`config.mk`:
```
export PLATFORM = sky130hd
export DESIGN_NAME = dense_to_csr_compressor_flat
export DESIGN_NICKNAME = d
export VERILOG_FILES = /design/src/rtl/dcsr_pkg.sv /design/src/rtl/dcsr_elem_if.sv /design/src/rtl/dcsr_entry_if.sv /design/src/rtl/dcsr_core.sv /design/src/rtl/dcsr_serializer.sv /design/src/rtl/dense_to_csr_compressor.sv /design/src/flat_wrapper.sv
export SDC_FILE = /design/constraint.sdc
export NUM_CORES = 1
export LEC_CHECK = 0
export ABC_AREA = 0
export BUFFER_PORTS_ARGS = -buffer_cell sky130_fd_sc_hd__buf_2
export CORE_UTILIZATION = 49
export DETAILED_ROUTE_END_ITERATION = 12
export PLACE_DENSITY = 0.68
export SLEW_MARGIN = 20
export SYNTH_ARGS = -nofsm -noshare
export SYNTH_HDL_FRONTEND = slang
export SYNTH_SLANG_ARGS = --single-unit
```
`constraint.sdc`:
```
create_clock -name clk -period 4.74 [get_ports clk]
set_input_delay 0.237 -clock clk [delete_from_list [all_inputs] [get_ports clk]]
set_output_delay 0.237 -clock clk [all_outputs]
set_load 0.05 [all_outputs]
```
`src/rtl/dcsr_pkg.sv`:
```
// Package for the dense-to-CSR compressor.
// Holds the fixed field widths, the result record and register index codes.
// Depends on nothing.
package dcsr_pkg;

	localparam int VALUE_W = 64;
	localparam int CFG_W   = 11;
	localparam int IDX_W   = 11;
	localparam int PTR_W   = 21;
	localparam int CFG_IDX_W = 1;
	localparam int SIZE_LIMIT = 2047;

	localparam logic [CFG_IDX_W-1:0] CFG_NUM_ROWS = 1'b0;
	localparam logic [CFG_IDX_W-1:0] CFG_NUM_COLS = 1'b1;

	localparam logic KIND_DATA    = 1'b0;
	localparam logic KIND_POINTER = 1'b1;

	typedef struct packed {
		logic               kind;
		logic [VALUE_W-1:0] entry_value;
		logic [IDX_W-1:0]   column_index;
		logic [IDX_W-1:0]   row_slot;
		logic [PTR_W-1:0]   pointer;
		logic               last;
	} dcsr_result_t;

	typedef struct packed {
		logic [1:0]              count;
		dcsr_result_t [2:0]      res;
	} dcsr_bundle_t;

endpackage

```
`src/rtl/dcsr_elem_if.sv`:
```
// Channel carrying one dense matrix element per beat.
// Depends on dcsr_pkg.
interface dcsr_elem_if;
	logic                        valid;
	logic                        ready;
	logic [dcsr_pkg::VALUE_W-1:0] value;

	modport source (output valid, output value, input ready);
	modport sink (input valid, input value, output ready);
endinterface

```
`src/rtl/dcsr_entry_if.sv`:
```
// Channel carrying one CSR result (data entry or row pointer) per beat.
// Depends on dcsr_pkg.
interface dcsr_entry_if;
	logic                         valid;
	logic                         ready;
	logic                         kind;
	logic [dcsr_pkg::VALUE_W-1:0] entry_value;
	logic [dcsr_pkg::IDX_W-1:0]   column_index;
	logic [dcsr_pkg::IDX_W-1:0]   row_slot;
	logic [dcsr_pkg::PTR_W-1:0]   pointer;
	logic                         last;

	modport source (output valid, output kind, output entry_value, output column_index,
		output row_slot, output pointer, output last, input ready);
	modport sink (input valid, input kind, input entry_value, input column_index,
		input row_slot, input pointer, input last, output ready);
endinterface

```
`src/rtl/dcsr_core.sv`:
```
// Input register, matrix position state and the per-element result logic.
// Produces a bundle of up to three results per element. Depends on dcsr_pkg.
module dcsr_core #(
	parameter int MAX_ROWS = 1024,
	parameter int MAX_COLS = 1024
) (
	input  logic                         clk,
	input  logic                         arst_n,
	input  logic                         elem_valid,
	output logic                         elem_ready,
	input  logic [dcsr_pkg::VALUE_W-1:0] elem_value,
	input  logic [dcsr_pkg::CFG_W-1:0]   num_rows,
	input  logic [dcsr_pkg::CFG_W-1:0]   num_cols,
	output logic                         bundle_valid,
	input  logic                         bundle_ready,
	output dcsr_pkg::dcsr_bundle_t       bundle
);
	import dcsr_pkg::*;

	localparam int ROW_LIM = (MAX_ROWS > SIZE_LIMIT) ? SIZE_LIMIT : MAX_ROWS;
	localparam int COL_LIM = (MAX_COLS > SIZE_LIMIT) ? SIZE_LIMIT : MAX_COLS;
	localparam int RPOS_W  = (ROW_LIM > 1) ? $clog2(ROW_LIM) : 1;
	localparam int CPOS_W  = (COL_LIM > 1) ? $clog2(COL_LIM) : 1;

	logic               valid_s1;
	logic [VALUE_W-1:0] value_s1;
	logic [CPOS_W-1:0]  col_pos_q;
	logic [RPOS_W-1:0]  row_pos_q;
	logic [PTR_W-1:0]   count_q;
	logic               has_entry_q;

	logic [CFG_W-1:0]   rows_eff;
	logic [CFG_W-1:0]   cols_eff;
	logic               nonzero;
	logic [PTR_W-1:0]   count_inc;
	logic [CFG_W:0]     col_next;
	logic [CFG_W:0]     row_next;
	logic               row_end;
	logic               mat_end;
	logic               advance;
	dcsr_result_t [3:0] cand;
	logic [3:0]         cand_en;
	logic [1:0]         n;

	always_comb begin
		if (num_rows == '0) begin
			rows_eff = CFG_W'(1);
		end else if (num_rows > CFG_W'(ROW_LIM)) begin
			rows_eff = CFG_W'(ROW_LIM);
		end else begin
			rows_eff = num_rows;
		end
		if (num_cols == '0) begin
			cols_eff = CFG_W'(1);
		end else if (num_cols > CFG_W'(COL_LIM)) begin
			cols_eff = CFG_W'(COL_LIM);
		end else begin
			cols_eff = num_cols;
		end
	end

	assign nonzero   = |value_s1[VALUE_W-2:0];
	assign count_inc = nonzero ? count_q + PTR_W'(1) : count_q;
	assign col_next  = (CFG_W+1)'(col_pos_q) + (CFG_W+1)'(1);
	assign row_next  = (CFG_W+1)'(row_pos_q) + (CFG_W+1)'(1);
	assign row_end   = col_next >= {1'b0, cols_eff};
	assign mat_end   = row_end && (row_next >= {1'b0, rows_eff});

	always_comb begin
		cand = '0;
		cand[0].kind         = KIND_DATA;
		cand[0].entry_value  = value_s1;
		cand[0].column_index = col_next[IDX_W-1:0];
		cand[1].kind         = KIND_POINTER;
		cand[1].row_slot     = IDX_W'(row_pos_q);
		cand[1].pointer      = count_inc;
		cand[2].kind         = KIND_POINTER;
		cand[2].row_slot     = IDX_W'(row_pos_q);
		cand[2].pointer      = count_inc + PTR_W'(1);
		cand[3].kind         = KIND_POINTER;
		cand[3].row_slot     = rows_eff;
		cand[3].pointer      = count_inc + PTR_W'(1);
		cand[3].last         = 1'b1;
		cand_en[0] = nonzero;
		cand_en[1] = nonzero && !has_entry_q;
		cand_en[2] = row_end && !has_entry_q && !nonzero;
		cand_en[3] = mat_end;

		n = '0;
		bundle.res = '0;
		for (int i = 0; i < 4; i++) begin
			if (cand_en[i]) begin
				if (n < 2'd3) begin
					bundle.res[n] = cand[i];
				end
				n = n + 2'd1;
			end
		end
		bundle.count = n;
	end

	assign bundle_valid = valid_s1;
	assign advance      = valid_s1 && bundle_ready;
	assign elem_ready   = !valid_s1 || bundle_ready;

	always_ff @(posedge clk or negedge arst_n) begin
		if (!arst_n) begin
			valid_s1 <= 1'b0;
		end else if (elem_ready) begin
			valid_s1 <= elem_valid;
		end
	end

	always_ff @(posedge clk) begin
		if (elem_ready && elem_valid) begin
			value_s1 <= elem_value;
		end
	end

	always_ff @(posedge clk or negedge arst_n) begin
		if (!arst_n) begin
			col_pos_q   <= '0;
			row_pos_q   <= '0;
			count_q     <= '0;
			has_entry_q <= 1'b0;
		end else if (advance) begin
			if (row_end) begin
				col_pos_q   <= '0;
				has_entry_q <= 1'b0;
				if (mat_end) begin
					row_pos_q <= '0;
					count_q   <= '0;
				end else begin
					row_pos_q <= row_next[RPOS_W-1:0];
					count_q   <= count_inc;
				end
			end else begin
				col_pos_q   <= col_next[CPOS_W-1:0];
				has_entry_q <= has_entry_q || nonzero;
				count_q     <= count_inc;
			end
		end
	end

endmodule

```
`src/rtl/dcsr_serializer.sv`:
```
// Output register that holds one bundle and sends its results one beat each.
// Depends on dcsr_pkg.
module dcsr_serializer (
	input  logic                   clk,
	input  logic                   arst_n,
	input  logic                   bundle_valid,
	output logic                   bundle_ready,
	input  dcsr_pkg::dcsr_bundle_t bundle,
	output logic                   out_valid,
	input  logic                   out_ready,
	output dcsr_pkg::dcsr_result_t out_result
);
	import dcsr_pkg::*;

	dcsr_result_t [2:0] res_q;
	logic [1:0]         cnt_q;
	logic               pop;

	assign out_valid    = cnt_q != '0;
	assign out_result   = res_q[0];
	assign pop          = out_valid && out_ready;
	assign bundle_ready = (cnt_q == 2'd0) || (cnt_q == 2'd1 && out_ready);

	always_ff @(posedge clk or negedge arst_n) begin
		if (!arst_n) begin
			cnt_q <= '0;
		end else if (bundle_valid && bundle_ready) begin
			cnt_q <= bundle.count;
		end else if (pop) begin
			cnt_q <= cnt_q - 2'd1;
		end
	end

	always_ff @(posedge clk) begin
		if (bundle_valid && bundle_ready) begin
			res_q <= bundle.res;
		end else if (pop) begin
			res_q[0] <= res_q[1];
			res_q[1] <= res_q[2];
		end
	end

endmodule

```
`src/rtl/dense_to_csr_compressor.sv`:
```
// Top level of the dense-to-CSR compressor.
// Depends on dcsr_pkg, dcsr_elem_if, dcsr_entry_if, dcsr_core and dcsr_serializer.
//
// The elements channel takes one IEEE double bit pattern per beat, in row-major
// order. The entries channel returns the compressed matrix: a data entry for each
// nonzero element, one row pointer per row, and a final pointer flagged last after
// the last element. The matrix size comes from num_rows and num_cols, written over
// the cfg_we, cfg_index and cfg_data port; write them only while the block is idle,
// which the block itself does not enforce. An element is held in an input register
// and its results are then loaded into an output register, from which the first
// result of an element is presented. An element with at most one result lets the
// block sustain one element per cycle while the receiver takes every beat; an
// element with several results holds the output register until each is sent.
// When the receiver stalls, the output register holds its results and the input
// register fills, after which the elements channel is stalled. Reset clears the
// matrix position and entry count, empties both registers and sets both sizes to 1.
module dense_to_csr_compressor #(
	parameter int MAX_ROWS = 1024,
	parameter int MAX_COLS = 1024
) (
	input  logic                           clk,
	input  logic                           arst_n,
	input  logic                           cfg_we,
	input  logic [dcsr_pkg::CFG_IDX_W-1:0] cfg_index,
	input  logic [dcsr_pkg::CFG_W-1:0]     cfg_data,
	dcsr_elem_if.sink                      elements,
	dcsr_entry_if.source                   entries
);
	import dcsr_pkg::*;

	logic [CFG_W-1:0] num_rows_q;
	logic [CFG_W-1:0] num_cols_q;
	logic             bundle_valid;
	logic             bundle_ready;
	dcsr_bundle_t     bundle;
	dcsr_result_t     out_result;

	always_ff @(posedge clk or negedge arst_n) begin
		if (!arst_n) begin
			num_rows_q <= CFG_W'(1);
			num_cols_q <= CFG_W'(1);
		end else if (cfg_we) begin
			case (cfg_index)
				CFG_NUM_ROWS: num_rows_q <= cfg_data;
				CFG_NUM_COLS: num_cols_q <= cfg_data;
				default: ;
			endcase
		end
	end

	dcsr_core #(
		.MAX_ROWS (MAX_ROWS),
		.MAX_COLS (MAX_COLS)
	) u_core (
		.clk          (clk),
		.arst_n       (arst_n),
		.elem_valid   (elements.valid),
		.elem_ready   (elements.ready),
		.elem_value   (elements.value),
		.num_rows     (num_rows_q),
		.num_cols     (num_cols_q),
		.bundle_valid (bundle_valid),
		.bundle_ready (bundle_ready),
		.bundle       (bundle)
	);

	dcsr_serializer u_serializer (
		.clk          (clk),
		.arst_n       (arst_n),
		.bundle_valid (bundle_valid),
		.bundle_ready (bundle_ready),
		.bundle       (bundle),
		.out_valid    (entries.valid),
		.out_ready    (entries.ready),
		.out_result   (out_result)
	);

	assign entries.kind         = out_result.kind;
	assign entries.entry_value  = out_result.entry_value;
	assign entries.column_index = out_result.column_index;
	assign entries.row_slot     = out_result.row_slot;
	assign entries.pointer      = out_result.pointer;
	assign entries.last         = out_result.last;

endmodule

```
`src/flat_wrapper.sv`:
```
// flat-port wrapper written by rule: the top's interface ports become plain ports
module dense_to_csr_compressor_flat import dcsr_pkg::*;
#(
	parameter int MAX_ROWS = 1024,
	parameter int MAX_COLS = 1024
)
  (clk, arst_n, cfg_we, cfg_index, cfg_data, elements_valid, elements_value, elements_ready, entries_valid, entries_kind, entries_entry_value, entries_column_index, entries_row_slot, entries_pointer, entries_last, entries_ready);
  dcsr_elem_if elements_i ();
  dcsr_entry_if entries_i ();
  input  logic clk;
  input  logic arst_n;
  input  logic cfg_we;
  input  logic [dcsr_pkg::CFG_IDX_W-1:0] cfg_index;
  input  logic [dcsr_pkg::CFG_W-1:0] cfg_data;
  input wire logic [$bits(elements_i.valid)-1:0] elements_valid;
  input wire logic [$bits(elements_i.value)-1:0] elements_value;
  output wire logic [$bits(elements_i.ready)-1:0] elements_ready;
  output wire logic [$bits(entries_i.valid)-1:0] entries_valid;
  output wire logic [$bits(entries_i.kind)-1:0] entries_kind;
  output wire logic [$bits(entries_i.entry_value)-1:0] entries_entry_value;
  output wire logic [$bits(entries_i.column_index)-1:0] entries_column_index;
  output wire logic [$bits(entries_i.row_slot)-1:0] entries_row_slot;
  output wire logic [$bits(entries_i.pointer)-1:0] entries_pointer;
  output wire logic [$bits(entries_i.last)-1:0] entries_last;
  input wire logic [$bits(entries_i.ready)-1:0] entries_ready;
  assign elements_i.valid = elements_valid;
  assign elements_i.value = elements_value;
  assign elements_ready = elements_i.ready;
  assign entries_valid = entries_i.valid;
  assign entries_kind = entries_i.kind;
  assign entries_entry_value = entries_i.entry_value;
  assign entries_column_index = entries_i.column_index;
  assign entries_row_slot = entries_i.row_slot;
  assign entries_pointer = entries_i.pointer;
  assign entries_last = entries_i.last;
  assign entries_i.ready = entries_ready;
  dense_to_csr_compressor #(.MAX_ROWS(MAX_ROWS), .MAX_COLS(MAX_COLS)) u_core (.clk(clk), .arst_n(arst_n), .cfg_we(cfg_we), .cfg_index(cfg_index), .cfg_data(cfg_data), .elements(elements_i), .entries(entries_i));
endmodule
```
==> metrics.yaml <==
outcome: "finished, final reports clean"
min_from: "entries_ready"
overflow: 0
core.rowCount: 64
cp-start-kind: "register"
critPathArrivalTime_ns: 4.71
grt-busiest-layer: "met2"
power_density_nw_per_um2: 638
hold_class: "input pin to register"
synth_area_per_cell_um2: 11.5
min_to: "u_core.u_core.bundle_valid"
io_buffer_count: 191
nets: 1568
die_h_um: 178
first_iter_violations: 810
clk_latency_ns: 0.51
critical_path.max_fanout: 13
cp_data_required_time_ns: 4.98
slew_headroom: 0.358
gp_congestion: 0.876
synth_top_area_share: 0.478
ys_seq_area_frac: 0.589
synth_area_um2: 15100
hold_slack_ns: 0.187
critPathLaunch: "u_core.u_core.value_s1[56]"
syn_inst: 1314
clock_skew_ns: 0.0143
viasPerCell: 5.62
ys_top_cells_by_area: "edfxtp_1, dfrtp_1, buf_4, and3_1, nand2_1"
yosysWarningCount: 0
clock-root-buffer: "clkbuf_16"
async_reset_ff_frac: 0.218
grt_max_degree: 121
grt_usage: 0.226
cp-end-kind: "register"
num_io_pins: 192
hold_violations: 0
dieArea_um2: 31600
grt_pass1_vias: 10100
antenna_found_initial: 1
fin_tns_setup_ns: 0
grtUsageMet1: 0.298
grt_pass1_wl_um: 55300
synth_edf_count: 241
use_met3: 0.0388
post_drt_wl_per_cell_um: 18.9
rr_endpoint: "u_core.u_serializer.out_result[21]"
slew_violations: 0
drt_pre_antenna_iters: 5
path_class: "register to register"
coreArea_um2: 30500
ant_nets: 0
ff2ff_path_depth: 10
fp.dieW_um: 178
nFillCells: 2546
finalCoreUtilization: 0.574
worst_pin_slew_ns: 0.963
yosysTopAreaCell: "edfxtp_1"
rsz0062_at_grt: "false"
max_freq_ghz: 0.224
ys_ff_latch: 308
vias: 10600
cts_buffer_depth: 3
start_util: 0.496
cts.sinks: 308
vdd_drop_max_uv: 350
grt_use_met2: 0.377
wl_um: 35400
area_growth_pct: 15.6
p_leak_nw: 7.16
yosys.cell_types.count: 72
min_period_ns: 4.47
syn_nets: 1426
r2r_start: "u_core.u_core.value_s1[56]"
setup_viol_count_final: 0
drc: 0
synth_ff_type: "edfxtp_1"
dp_hpwl_um: 23200
cts_tree: "built"
cts_buffers: 34
maxCapViolations: 0
whs_path_depth: 4
period_share: 0.942
reg2reg_slack_ns: 0.27
clk_pin_slew_ns: 0.06
cts-htree-levels: 2
layout-drive-gt1-share: 0.208
[stage by stage]
step | power, W | cell area (um^2) | setup slack (ns) | instances
after floorplan | 0.00815 | 15100 | 0.761 | 1314
after global placement | 0.00862 | 15700 | 0.543 | 1739
after detailed placement | 0.00869 | 15700 | 0.498 | 1739
after CTS | 0.0113 | 17500 | 0.466 | 1875
after global routing | 0.0117 | 17500 | 0.137 | 1877
final | 0.0112 | 17500 | 0.274 | 1877
[area by class of cell]
class,instances,area (um^2),share of cell area
Antenna cell,2,5.00,0.000286
Clock buffer,47,921,0.0526
Clock inverter,12,110,0.00629
Inverter,28,108,0.00615
Multi-Input combinational cell,794,5050,0.289
Sequential cell,308,8920,0.509
Tap cell,396,495,0.0283
Timing Repair Buffer,290,1890,0.108
[synth_stat cells (3+ instances only)]
cell type,number
edfxtp_1,241
nand2_1,127
nor2_1,119
buf_4,108
and3_1,84
clkbuf_1,66
dfrtp_1,65
o21ai_0,56
nand3_1,39
xor2_1,34
ha_1,31
nor4_1,30
inv_1,25
o31ai_1,25
mux2_2,24
a221oi_1,23
nor3_1,20
xnor2_1,19
nand4_1,18
a21oi_1,14
nor2b_1,13
a31oi_1,10
o41ai_1,9
nand2b_1,8
o21a_1,8
o221ai_1,7
a21o_1,6
buf_2,6
and2_1,4
and4_1,4
mux2i_1,4
nand3b_1,4
or2_2,4
a22oi_1,3
buf_1,3
nor3_2,3
nor3b_1,3
nor4b_1,3
[worst max-delay path, stage by stage (launching register included)]
cell and delay [ns]:
edfxtp_1 0.40, nor4_1 0.61, nand4_1 0.20, or4_4 0.67, ha_1 0.36, inv_1 0.14, ha_1 0.26, o21ai_0 0.32
nor3_2 0.49, a41oi_1 0.23, o41ai_1 0.52
[routing by layer]
layer / vias up / share of wire
met3: 69 / 0.059
met5: - / 0
met2: 365 / 0.49
met1: 5123 / 0.42
met4: 0 / 0.028
li1: 4997 / -
[cell usage in the layout (no fill, tap or decap), types with 14 or more instances in the layout]
master,netlist,final
inv_1,25,25
o21ai_0,56,56
edfxtp_1,241,241
nand3_1,39,39
xnor2_1,19,19
nor3_1,20,20
mux2_2,24,23
a221oi_1,23,23
a21oi_1,14,14
nand4_1,18,18
nand2_1,127,127
nor2_1,119,118
and3_1,84,84
xor2_1,34,34
clkbuf_16,0,35
nor4_1,30,29
dlygate4sd3_1,0,77
o31ai_1,25,25
buf_4,108,22
ha_1,31,31
dfrtp_1,65,65
buf_2,6,191
[worst max path at each step]
stage	to	slack, ns	depth (start not counted)
detailed placement	u_core.u_serializer.out_result[22]	0.50	14
floorplan	u_core.u_serializer.res_q[130]	0.76	14
global placement	u_core.u_serializer.out_result[21]	0.54	10
global route	u_core.u_serializer.out_result[22]	0.14	16
finish	u_core.u_serializer.out_result[21]	0.27	10
CTS	u_core.u_serializer.out_result[21]	0.47	10
[report_power, final]
group          switching (W)  internal [W]
registers           0.000344       0.00416
clock network        0.00103       0.00147
logic                0.00317      0.000998
total                0.00455       0.00662
[flip-flops by register name, indices dropped and copies added, names as in the netlist]
| name | cells |
|---|---|
| u_core.u_serializer.out_result | 109 |
| u_core.u_serializer.cnt_q | 2 |
| u_core.u_core.row_pos_q | 10 |
| u_core.num_cols_q | 11 |
| u_core.u_core.has_entry_q | 1 |
| u_core.u_core.bundle_valid | 1 |
| u_core.num_rows_q | 11 |
| u_core.u_core.value_s1 | 64 |
| u_core.u_serializer.res_q | 68 |
| u_core.u_core.col_pos_q | 10 |
| u_core.u_core.count_q | 21 |
[cell families (layout without fill, tap and decap cells)]
family                   count (synthesis)  in the layout  synth area share
flip-flops                             308            308             0.589
buffers and inverters                  212            377            0.0803
AO/OA/AOI/OAI                          187            187            0.0895
other                                    0              2                 0
adder cells (fa/ha/maj)                 31             31            0.0256
multiplexers                            29             29            0.0220
AND/OR/NAND/NOR                        494            494             0.163
XOR/XNOR                                53             53            0.0307
[what timing repair did]
action                                  in CTS  in global routing
endpoints found under the setup margin       0                  0
resized for setup                            0                  0
endpoints found under the hold margin      149                  0
hold buffers                                77                  0
setup buffers                                0                  0
(Power assumes the default switching activity.)
